--- config.mk ---
export PLATFORM = sky130hd
export DESIGN_NAME = debounced_pulse_tachometer_core
export DESIGN_NICKNAME = d
export VERILOG_FILES = /design/src/rtl/core/dpt_pkg.sv /design/src/rtl/core/dpt_queue.sv /design/src/rtl/core/dpt_front.sv /design/src/rtl/core/dpt_back.sv /design/src/rtl/core/debounced_pulse_tachometer_core.sv
export SDC_FILE = /design/constraint.sdc
export NUM_CORES = 2
export LEC_CHECK = 0
export BUFFER_PORTS_ARGS = -buffer_cell sky130_fd_sc_hd__buf_4
export CORE_AREA = 2 2 301 303
export DETAILED_ROUTE_END_ITERATION = 12
export DIE_AREA = 0 0 303 305
export PLACE_DENSITY = 0.79
export SETUP_SLACK_MARGIN = 0.05
export SLEW_MARGIN = 20
export SYNTH_ARGS = -nofsm -noshare
export SYNTH_HDL_FRONTEND = slang
export SYNTH_SLANG_ARGS = --single-unit
--- constraint.sdc ---
create_clock -name clk -period 20.4 [get_ports clk]
set_input_delay 4.08 -clock clk [delete_from_list [all_inputs] [get_ports clk]]
set_output_delay 4.08 -clock clk [all_outputs]
set_load 0.03 [all_outputs]
--- src/rtl/core/dpt_pkg.sv ---
// Shared widths, constants and types of the debounced pulse tachometer.
package dpt_pkg;

  localparam int PPR_W   = 16;   // pulses per revolution register
  localparam int DEB_W   = 20;   // debounce lockout register
  localparam int WIN_W   = 16;   // minimum window register
  localparam int STAMP_W = 32;   // input timestamps
  localparam int CNT_W   = 32;   // pulse count
  localparam int RPM_W   = 32;   // unsigned 24.8 speed
  localparam int DATA_W  = 32;   // configuration data
  localparam int ADDR_W  = 4;    // configuration byte address

  // 60000 ms per minute times 256 for the 8 fraction bits.
  localparam int SCALE_W = 24;
  localparam logic [SCALE_W-1:0] RPM_SCALE = 24'd15360000;
  localparam int NUM_W   = CNT_W + SCALE_W;
  localparam int QUO_BITS = RPM_W;

  localparam logic [RPM_W-1:0] RPM_SAT = '1;
  localparam logic [CNT_W-1:0] CNT_SAT = '1;

  // Request queue between front and back.
  localparam int Q_DEPTH = 2;

  // Register indexes (byte address bits [3:2]).
  localparam logic [1:0] REG_PPR      = 2'd0;
  localparam logic [1:0] REG_DEBOUNCE = 2'd1;
  localparam logic [1:0] REG_MIN_WIN  = 2'd2;

  // Window decision that the front hands to the back for one speed request.
  typedef struct packed {
    logic             closed;
    logic [CNT_W-1:0] taken;
  } dpt_win_t;

endpackage

--- src/rtl/core/dpt_queue.sv ---
// Short word queue between the front and the back.
module dpt_queue
  import dpt_pkg::*;
#(
  parameter int WIDTH = 65
) (
  input  logic             clk,
  input  logic             rst,
  input  logic             push,
  input  logic [WIDTH-1:0] push_data,
  output logic             full,
  input  logic             pop,
  output logic             valid,
  output logic [WIDTH-1:0] pop_data
);

  localparam int PW = (Q_DEPTH > 1) ? $clog2(Q_DEPTH) : 1;
  localparam logic [PW-1:0] LAST_SLOT = PW'(Q_DEPTH - 1);
  localparam logic [PW:0]   FULL_CNT  = (PW + 1)'(Q_DEPTH);

  logic [WIDTH-1:0] slots [Q_DEPTH];
  logic [PW-1:0]    wr_ptr;
  logic [PW-1:0]    rd_ptr;
  logic [PW:0]      count;
  logic             do_push;
  logic             do_pop;

  assign full     = (count == FULL_CNT);
  assign valid    = (count != '0);
  assign pop_data = slots[rd_ptr];
  assign do_push  = push && !full;
  assign do_pop   = pop && valid;

  always_ff @(posedge clk) begin
    if (rst) begin
      wr_ptr <= '0;
      rd_ptr <= '0;
      count  <= '0;
    end else begin
      if (do_push) begin
        wr_ptr <= (wr_ptr == LAST_SLOT) ? '0 : wr_ptr + 1'b1;
      end
      if (do_pop) begin
        rd_ptr <= (rd_ptr == LAST_SLOT) ? '0 : rd_ptr + 1'b1;
      end
      if (do_push && !do_pop) begin
        count <= count + 1'b1;
      end else if (do_pop && !do_push) begin
        count <= count - 1'b1;
      end
    end
  end

  always_ff @(posedge clk) begin
    if (do_push) begin
      slots[wr_ptr] <= push_data;
    end
  end

endmodule

--- src/rtl/core/dpt_front.sv ---
// Front: accept words, debounce edges, count pulses and decide speed windows.
module dpt_front
  import dpt_pkg::*;
#(
  parameter int TIME_BITS = 32
) (
  input  logic                 clk,
  input  logic                 rst,
  input  logic                 in_valid,
  output logic                 in_stall,
  input  logic                 command,
  input  logic [STAMP_W-1:0]   edge_time_us,
  input  logic [STAMP_W-1:0]   now_ms,
  input  logic [DEB_W-1:0]     debounce_us,
  input  logic [WIN_W-1:0]     min_window_ms,
  input  logic                 q_full,
  output logic                 push,
  output dpt_win_t             push_win,
  output logic [TIME_BITS-1:0] push_elapsed
);

  localparam int CW = (TIME_BITS > DEB_W) ? TIME_BITS : DEB_W;

  logic [CNT_W-1:0]     pulse_total;
  logic [TIME_BITS-1:0] last_edge_us;
  logic [TIME_BITS-1:0] window_start_ms;

  logic                 accept;
  logic [TIME_BITS-1:0] edge_t;
  logic [TIME_BITS-1:0] now_t;
  logic [TIME_BITS-1:0] edge_gap;
  logic                 edge_ok;
  logic                 win_done;

  assign in_stall = q_full;
  assign accept   = in_valid && !in_stall;

  assign edge_t   = TIME_BITS'(edge_time_us);
  assign now_t    = TIME_BITS'(now_ms);
  assign edge_gap = edge_t - last_edge_us;
  assign edge_ok  = CW'(edge_gap) > CW'(debounce_us);

  assign push_elapsed = now_t - window_start_ms;
  assign win_done     = push_elapsed >= TIME_BITS'(min_window_ms);

  assign push            = accept && command;
  assign push_win.closed = win_done;
  assign push_win.taken  = win_done ? pulse_total : '0;

  always_ff @(posedge clk) begin
    if (rst) begin
      pulse_total     <= '0;
      last_edge_us    <= '0;
      window_start_ms <= '0;
    end else if (accept) begin
      if (!command) begin
        if (edge_ok) begin
          if (pulse_total != CNT_SAT) begin
            pulse_total <= pulse_total + 1'b1;
          end
          last_edge_us <= edge_t;
        end
      end else if (win_done) begin
        window_start_ms <= now_t;
        pulse_total     <= '0;
      end
    end
  end

endmodule

--- src/rtl/core/dpt_back.sv ---
// Back: compute the speed of a closed window and drive the result register.
module dpt_back
  import dpt_pkg::*;
#(
  parameter int TIME_BITS = 32
) (
  input  logic                 clk,
  input  logic                 rst,
  input  logic                 q_valid,
  input  dpt_win_t             q_win,
  input  logic [TIME_BITS-1:0] q_elapsed,
  output logic                 pop,
  input  logic [PPR_W-1:0]     pulses_per_rev,
  output logic                 out_valid,
  input  logic                 out_stall,
  output logic [RPM_W-1:0]     rpm_q8,
  output logic                 window_closed,
  output logic [CNT_W-1:0]     pulses_in_window
);

  localparam int DW = PPR_W + TIME_BITS;
  localparam int SW = DW + QUO_BITS;
  localparam int CTR_W = $clog2(QUO_BITS);
  localparam logic [CTR_W-1:0] DIV_LAST = CTR_W'(QUO_BITS - 1);

  typedef enum logic [4:0] {
    S_IDLE = 5'b00001,
    S_MUL  = 5'b00010,
    S_CHK  = 5'b00100,
    S_DIV  = 5'b01000,
    S_DONE = 5'b10000
  } back_state_t;

  back_state_t state;
  back_state_t state_next;

  logic [RPM_W-1:0]     held_rpm;
  logic                 closed;
  logic [CNT_W-1:0]     taken;
  logic [TIME_BITS-1:0] elapsed;
  logic [NUM_W-1:0]     num;
  logic [DW-1:0]        den;
  logic [DW-1:0]        rem;
  logic [QUO_BITS-1:0]  quo;
  logic [CTR_W-1:0]     cnt;

  logic                 load_out;
  logic                 sat;
  logic [DW:0]          trial;
  logic [DW:0]          trial_diff;
  logic                 fits;

  // Quotient of at least 2^32 saturates; this also covers a zero divisor.
  assign sat        = SW'(num) >= {den, {QUO_BITS{1'b0}}};
  assign trial      = {rem, quo[QUO_BITS-1]};
  assign trial_diff = trial - {1'b0, den};
  assign fits       = trial >= {1'b0, den};

  always_comb begin
    state_next = state;
    pop        = 1'b0;
    load_out   = 1'b0;
    unique case (state)
      S_IDLE: begin
        if (q_valid) begin
          pop = 1'b1;
          state_next = (q_win.closed && (q_win.taken != '0)) ? S_MUL : S_DONE;
        end
      end
      S_MUL: state_next = S_CHK;
      S_CHK: state_next = sat ? S_DONE : S_DIV;
      S_DIV: begin
        if (cnt == DIV_LAST) begin
          state_next = S_DONE;
        end
      end
      S_DONE: begin
        if (!out_valid || !out_stall) begin
          load_out   = 1'b1;
          state_next = S_IDLE;
        end
      end
      default: state_next = S_IDLE;
    endcase
  end

  always_ff @(posedge clk) begin
    if (rst) begin
      state     <= S_IDLE;
      held_rpm  <= '0;
      out_valid <= 1'b0;
    end else begin
      state <= state_next;
      if (load_out) begin
        out_valid <= 1'b1;
      end else if (!out_stall) begin
        out_valid <= 1'b0;
      end
      if (pop && q_win.closed && (q_win.taken == '0)) begin
        held_rpm <= '0;
      end else if ((state == S_CHK) && sat) begin
        held_rpm <= RPM_SAT;
      end else if ((state == S_DIV) && (cnt == DIV_LAST)) begin
        held_rpm <= {quo[QUO_BITS-2:0], fits};
      end
    end
  end

  always_ff @(posedge clk) begin
    if (pop) begin
      closed  <= q_win.closed;
      taken   <= q_win.taken;
      elapsed <= q_elapsed;
    end
    if (state == S_MUL) begin
      num <= {{SCALE_W{1'b0}}, taken} * {{CNT_W{1'b0}}, RPM_SCALE};
      den <= DW'(pulses_per_rev) * DW'(elapsed);
    end
    if (state == S_CHK) begin
      rem <= DW'(num[NUM_W-1:QUO_BITS]);
      quo <= num[QUO_BITS-1:0];
      cnt <= '0;
    end
    if (state == S_DIV) begin
      rem <= fits ? trial_diff[DW-1:0] : trial[DW-1:0];
      quo <= {quo[QUO_BITS-2:0], fits};
      cnt <= cnt + 1'b1;
    end
    if (load_out) begin
      rpm_q8           <= held_rpm;
      window_closed    <= closed;
      pulses_in_window <= taken;
    end
  end

endmodule

--- src/rtl/core/debounced_pulse_tachometer_core.sv ---
// Debounced pulse tachometer: configuration registers, front, request queue and back.
// An edge word (command 0) never produces a result: the front counts it when its
// wrapping distance from the last counted edge is strictly greater than debounce_us.
// A speed request (command 1) produces exactly one result word. The front decides at
// once whether the window closes, takes and clears the pulse count and hands the
// decision to a two-entry queue, so edges keep flowing while the back works. For a
// closing request that has pulses the back dequeues it, forms the two products,
// checks for saturation, runs the bit-serial restoring divider over the 32 quotient
// bits and loads the output register; when the saturation check already settles the
// speed it skips the divider, and any other request goes from dequeue straight to the
// output register. The back takes a new request only after loading the last result.
// The input stalls only when two requests wait in the queue. Speed is
// pulses*60000*256/(pulses_per_rev*elapsed_ms), truncated, saturated at all ones.
// Timestamps and their differences wrap at TIME_BITS bits. Registers sit at byte
// addresses 0 (pulses_per_rev), 4 (debounce_us) and 8 (min_window_ms) and may only
// be written while the block is idle.
module debounced_pulse_tachometer_core
  import dpt_pkg::*;
#(
  parameter int TIME_BITS = 32
) (
  input  logic               clk,
  input  logic               rst,
  // input words
  input  logic               in_valid,
  output logic               in_stall,
  input  logic               command,
  input  logic [STAMP_W-1:0] edge_time_us,
  input  logic [STAMP_W-1:0] now_ms,
  // result words
  output logic               out_valid,
  input  logic               out_stall,
  output logic [RPM_W-1:0]   rpm_q8,
  output logic               window_closed,
  output logic [CNT_W-1:0]   pulses_in_window,
  // configuration
  input  logic               psel,
  input  logic               penable,
  input  logic               pwrite,
  input  logic [ADDR_W-1:0]  paddr,
  input  logic [DATA_W-1:0]  pwdata,
  output logic [DATA_W-1:0]  prdata,
  output logic               pready
);

  localparam int QW = $bits(dpt_win_t) + TIME_BITS;

  logic [PPR_W-1:0]     pulses_per_rev;
  logic [DEB_W-1:0]     debounce_us;
  logic [WIN_W-1:0]     min_window_ms;
  logic                 cfg_wr;
  logic [1:0]           cfg_idx;

  logic                 q_push;
  logic                 q_full;
  logic                 q_pop;
  logic                 q_valid;
  dpt_win_t             push_win;
  logic [TIME_BITS-1:0] push_elapsed;
  logic [QW-1:0]        q_out;
  dpt_win_t             q_win;
  logic [TIME_BITS-1:0] q_elapsed;

  // Register file: write in the access phase, read back combinationally.
  assign pready  = 1'b1;
  assign cfg_wr  = psel && penable && pwrite && pready;
  assign cfg_idx = paddr[3:2];

  always_ff @(posedge clk) begin
    if (rst) begin
      pulses_per_rev <= PPR_W'(20);
      debounce_us    <= DEB_W'(1000);
      min_window_ms  <= WIN_W'(100);
    end else if (cfg_wr) begin
      unique case (cfg_idx)
        REG_PPR:      pulses_per_rev <= pwdata[PPR_W-1:0];
        REG_DEBOUNCE: debounce_us    <= pwdata[DEB_W-1:0];
        REG_MIN_WIN:  min_window_ms  <= pwdata[WIN_W-1:0];
        default: ;  // drop writes past the last register
      endcase
    end
  end

  always_comb begin
    unique case (cfg_idx)
      REG_PPR:      prdata = DATA_W'(pulses_per_rev);
      REG_DEBOUNCE: prdata = DATA_W'(debounce_us);
      REG_MIN_WIN:  prdata = DATA_W'(min_window_ms);
      default:      prdata = '0;
    endcase
  end

  // Front: debounce and window decision, one word per cycle while the queue is not full.
  dpt_front #(
    .TIME_BITS (TIME_BITS)
  ) u_front (
    .clk           (clk),
    .rst           (rst),
    .in_valid      (in_valid),
    .in_stall      (in_stall),
    .command       (command),
    .edge_time_us  (edge_time_us),
    .now_ms        (now_ms),
    .debounce_us   (debounce_us),
    .min_window_ms (min_window_ms),
    .q_full        (q_full),
    .push          (q_push),
    .push_win      (push_win),
    .push_elapsed  (push_elapsed)
  );

  // Queue of pending speed requests, in arrival order.
  dpt_queue #(
    .WIDTH (QW)
  ) u_queue (
    .clk       (clk),
    .rst       (rst),
    .push      (q_push),
    .push_data ({push_win, push_elapsed}),
    .full      (q_full),
    .pop       (q_pop),
    .valid     (q_valid),
    .pop_data  (q_out)
  );

  assign q_win     = q_out[QW-1:TIME_BITS];
  assign q_elapsed = q_out[TIME_BITS-1:0];

  // Back: speed arithmetic, held speed and the result register.
  dpt_back #(
    .TIME_BITS (TIME_BITS)
  ) u_back (
    .clk              (clk),
    .rst              (rst),
    .q_valid          (q_valid),
    .q_win            (q_win),
    .q_elapsed        (q_elapsed),
    .pop              (q_pop),
    .pulses_per_rev   (pulses_per_rev),
    .out_valid        (out_valid),
    .out_stall        (out_stall),
    .rpm_q8           (rpm_q8),
    .window_closed    (window_closed),
    .pulses_in_window (pulses_in_window)
  );

endmodule

# ---- Word-level counts from Yosys, hierarchy flattened
# Memory sizes are Yosys's and may differ from the RTL's. A register that Yosys moved wholly into a read port is not among the register bits.
# Index checks and enable logic that the tools add are counted.
dict set report op_classes {
  multipliers 2
  bitwise_logic 1
  n_eq_ne 15
  n_reduce_logical 36
  n_addsub 9
  muxes 35
  n_lt_le_gt_ge 4
}
# op count
set op_table {}
lappend op_table {{$mux W32} 9}
lappend op_table {{$mux W48} 3}
lappend op_table {{$ge A56 B80 Y1} 1}
lappend op_table {{$sub A32 B32 Y32} 2}
lappend op_table {{$pmux W20 S3} 1}
lappend op_table {{$ge A49 B48 Y1} 1}
lappend op_table {{$mul A16 B32 Y48} 1}
lappend op_table {{$sub A48 B48 Y48} 1}
lappend op_table {{$mul A32 B11 Y43 const B} 1}
lappend op_table {{$mux W5} 7}
lappend op_table {{$add A32 B1 Y32 const B} 1}
lappend op_table {{$ge A32 B16 Y1} 1}
lappend op_table {{$gt A32 B20 Y1} 1}
lappend op_table {{$logic_not A32 Y1} 1}
lappend op_table {{$ne A32 B32 Y1 const B} 1}
lappend op_table {{$reduce_bool A32 Y1} 1}
lappend op_table {{$pmux W5 S5} 1}
lappend op_table {{$logic_and A1 B1 Y1} 13}
lappend op_table {{$mux W1} 12}
lappend op_table {{$reduce_bool A2 Y1} 6}
lappend op_table {{$eq A5 B5 Y1 const B} 2}
lappend op_table {{$reduce_and A3 Y1} 3}
lappend op_table {{$ne A2 B1 Y1 const B} 4}
lappend op_table {{$reduce_and A2 Y1} 3}
lappend op_table {{other kinds (18)} 25}
dict set report totals {
  ram_bits 130
  output_inout_bits 100
  register_bits 496
  n_memories 1
  input_bits 108
}
# name depth word_bits read_ports rd_ports_with_merged_regs write_ports line_no
set memory_table {}
lappend memory_table {u_queue.slots 2 65 1 1 1 dpt_queue.sv:21} ;# logic [WIDTH-1:0] slots [Q_DEPTH];

# ---- Logic depth before layout (Yosys ltp)
dict set report depth {
  depth_word 9
  mapped_depth 27
  depth_no_buf 25
}

# ---- By module
# Synthesis repeated with hierarchy kept, for this count alone.
dict set report hier_totals {
  cells_unflattened 5404
  hier_area_um2 54447.2
}
# module cells_per_inst area_each_um2 instances
set modules_own_cells {}
lappend modules_own_cells {dpt_back 3659 37569.8 1}
lappend modules_own_cells {dpt_front 1239 9325.2 1}
lappend modules_own_cells {dpt_queue 227 4903.5 1}
lappend modules_own_cells {debounced_pulse_tachometer_core 279 2648.8 1}

# ---- Worst setup path before layout
# No wires, ideal clock.
dict set report synth_path {
  path_kind {input to output}
  start {input paddr[3]}
  end {output prdata[10]}
  path_slack_ns 10.552
  t_arrival_ns 5.768
  stages 4
  path_cell_list {buf_1 > clkbuf_1 > mux2i_1 > o21ai_0}
}
dict set report synth_via {
  elab_chain_len 2
  word_cells_on_any_way 4
  classes_between {2 x eq/ne; 1 x mux; 1 x reduce/logical}
}
# item line_no
set synth_lines {}
lappend synth_lines {{start: declaration} debounced_pulse_tachometer_core.sv:40} ;# input logic [ADDR_W-1:0] paddr,
lappend synth_lines {{$eq A2 B2 Y1, or another cell as far along} debounced_pulse_tachometer_core.sv:85} ;# unique case (cfg_idx)
lappend synth_lines {{$pmux W20 S3 (*)} debounced_pulse_tachometer_core.sv:85}
lappend synth_lines {{end: declaration} debounced_pulse_tachometer_core.sv:42} ;# output logic [DATA_W-1:0] prdata,
# Every way passes the cells marked *; elsewhere a longest branch is shown, timed or not.

# ---- Worst setup path after layout
dict set report layout_path {
  start {input paddr[3]}
  end {output prdata[15]}
}
# Same word-level chain as after synthesis.

==> results.tsv <==
stage	metric	value	unit
status	status	complete, but fails checks	
status	violations	DRC	
placement	hpwl	94800	um
cts	cts_root_buf	clkbuf_16	
sta	skew	0.0347	ns
floorplanning	fp.dieW	303	um
global_route	antenna_found_initial	0	
route	ant_nets	0	
worst_setup_path	cp_data_required_time	16.32	ns
floorplanning	chipHeight	305	um
flow_run	timing.max_cap.violations	0	
worst_setup_path	rr_endpoint	u_back.den[46]$_DFFE_PP_	
sta	rsz0062_at_grt	false	
logic_synthesis	synth-seq-area-share	0.318	
logic_synthesis	ys_top_cells_by_area	edfxtp_1 (25%), fa_1 (21%), ha_1 (9.5%)	
route	totalWireLength	129000	um
logic_synthesis	yosysUniqueCellTypes	90	
logic_synthesis	synthCells	5310	
route	drtIter0Drc	3161	
worst_setup_path	r2r_slack	12.90	ns
worst_setup_path	critPathKind	primary input to output port	
route	drt-wirelength-per-cell	19.6	um
cts	clkSlewWorstSetupHoldPaths	0.06	ns
worst_setup_path	path_common_cell	buf_4	
floorplanning	start_util	0.595	
worst_setup_path	max_stage_delay	0.30	ns
logic_synthesis	ys_seq_elements	627	
worst_setup_path	critical_path_arrival	5.36	ns
worst_setup_path	cp-end-kind	output port	
worst_setup_path	path_cells	buf_4, nor2b_1, buf_4, nand2_1, o21ai_0, buf_4	
sta	drv_slew	0	
logic_synthesis	yosysTopAreaCellShare	0.246	
global_route	grt_pass1_wl	210000	um
cts	cts_hold_buf	0	
route	dr.pass1.iters	10	
min_path	hold_path.class	flip-flop to flip-flop	
logic_synthesis	synthArstFlopShare	0	
min_path	hp-start	u_back.held_rpm[10]$_SDFFE_PP0P_	
cts	clock-sinks	627	
global_route	grt_max_degree	99	
sta	max_freq	106	MHz
sta	hold_viol	0	
logic_synthesis	synth_most_common_cell	nand2_1	
logic_synthesis	postSynthAreaPerCell	10.0	um^2
layout	syn_to_final_growth	8.58	%
sta	setup_violations	0	
placement	gp_routability_congestion	0.982	
sta	relSlewSlack	0.291	
route	via_count	39203	
floorplanning	rows	110	
global_route	overflow	0	
min_path	hold-path-endpoint	u_back.rpm_q8[10]$_DFFE_PP_	
cts	post-cts-setup-buffer-count	0	
layout	diodes	0	
logic_synthesis	syn_area	53100	um^2
worst_setup_path	crit_family	buffers and inverters	
worst_setup_path	cp.buffers_inverters	3	
cts	cts_tree	built	
worst_setup_path	slowest_stage	buf_4	
logic_synthesis	yosys-top-cells-count	nand2_1 (668), inv_1 (647), fa_1 (562), edfxtp_1 (436), ha_1 (403)	
floorplanning	coreArea	89300	um^2
logic_synthesis	synth_edf_count	436	
floorplanning	dieArea	92400	um^2
logic_synthesis	ys_warn_count	0	
cts	clk_path_buf_depth	3	
cts	htree_num_levels	3	
layout	drive_gt1_frac	0.0827	
sta	min_period_over_period	0.463	
route	vias_per_cell	5.93	
global_route	first_global_vias	40487	
cts	numCtsBuffers	69	
logic_synthesis	synth_top_area_cell	edfxtp_1	
worst_setup_path	crit_fanout	22	
worst_setup_path	worstRegToRegCells	21	
placement	io_buffers	180	
floorplanning	boundaryPins	208	
cts	cts_resized	0	
route	drc_errors	6	
min_path	holdPathStages	0	
worst_setup_path	start_kind	primary input	
logic_synthesis	synthFlopType	edfxtp_1	
worst_setup_path	r2r-start	u_back.elapsed[6]$_DFFE_PP_	
sta	fin_crit	9.44	ns
sta	worstMarginPinSlew	1.06	ns
sta	tns	0	ns
cts	clock_latency	0.65	ns
layout	nNetsFinal	6451	
global_route	track_usage	0.284	
==> cell type report <==
| cell class | count | area, um^2 |
|---|---|---|
| fill | 6902 | 31600 |
| inverter | 651 | 2440 |
| multi-input combinational | 3803 | 32900 |
| clock inverter | 39 | 423 |
| sequential | 627 | 16900 |
| tap | 1176 | 1470 |
| clock buffer | 86 | 1810 |
| timing repair buffer | 226 | 1700 |
==> sequential cells by signal, summed over array words and instances (netlist names), 16 cells and up, named ones only <==
| name | count |
|---|---|
| u_queue.slots | 130 |
| u_back.den | 48 |
| u_back.rem | 48 |
| u_back.num | 43 |
| u_back.elapsed | 32 |
| u_back.held_rpm | 32 |
| u_back.pulses_in_window | 32 |
| u_back.quo | 32 |
| u_back.rpm_q8 | 32 |
| u_back.taken | 32 |
| u_front.last_edge_us | 32 |
| u_front.pulse_total | 32 |
| u_front.window_start_ms | 32 |
| debounce_us | 20 |
| min_window_ms | 16 |
| pulses_per_rev | 16 |
==> how the worst max path moves through the flow <==
stage	cells after the start	start	end
4_1_cts	6	paddr[3]	prdata[15]
2_1_floorplan	4	paddr[3]	prdata[10]
5_1_grt	6	paddr[3]	prdata[14]
3_5_place_dp	26	edge_time_us[0]	u_front.last_edge_us[13]$_SDFFE_PP0P_
6_report	6	paddr[3]	prdata[15]
3_3_place_gp	26	edge_time_us[0]	u_front.last_edge_us[4]$_SDFFE_PP0P_
==> through the flow <==
| step | instance area (um^2) | setup slack, ns | util | hold slack [ns] | cells |
|---|---|---|---|---|---|
| floorplan | 53200 | 10.55 | - | 0.400 | 5321 |
| global placement | 55400 | 10.72 | 0.621 | 0.414 | 6483 |
| detailed placement | 55400 | 10.61 | 0.621 | 0.415 | 6483 |
| CTS | 57700 | 10.98 | 0.646 | 0.430 | 6608 |
| global route | 57700 | 10.88 | 0.646 | 0.445 | 6608 |
| finish | 57700 | 10.96 | 0.646 | 0.429 | 6608 |
==> cells by family after synthesis <==
group / after synthesis / synth area share
and+or+nand+nor: 1534 / 0.139
AOI/OAI and AO/OA: 999 / 0.119
adders and majority gates: 965 / 0.307
buffers and inverters: 891 / 0.0642
DFF: 627 / 0.318
xor gates and xnor gates: 175 / 0.0289
muxes: 117 / 0.0236
other: 2 / 0.000141
==> metal layers <==
layer | global-route usage | wire length (um)
met5 | 0 | 0
met3 | 0.0518 | 9200
met2 | 0.469 | 62200
met4 | 0.113 | 5210
met1 | 0.371 | 52600
==> cell usage in the layout (no fill, tap or decap), types with 51 or more instances in the layout <==
master / Yosys / layout
inv_1: 647 / 646
dfxtp_1: 191 / 190
a21oi_1: 314 / 312
mux2_2: 66 / 66
nor2_1: 190 / 187
a31oi_1: 93 / 93
clkbuf_16: 0 / 69
mux2i_1: 51 / 51
xnor2_1: 116 / 116
a21o_1: 131 / 130
and2_1: 274 / 273
nand3_1: 124 / 123
ha_1: 403 / 403
o21ai_0: 195 / 194
fa_1: 562 / 562
xor2_1: 59 / 59
buf_4: 13 / 226
nand2_1: 668 / 666
edfxtp_1: 436 / 436
Power is not shown: default switching activity piles up to over one toggle a cycle in this logic, so the estimate is an artifact.
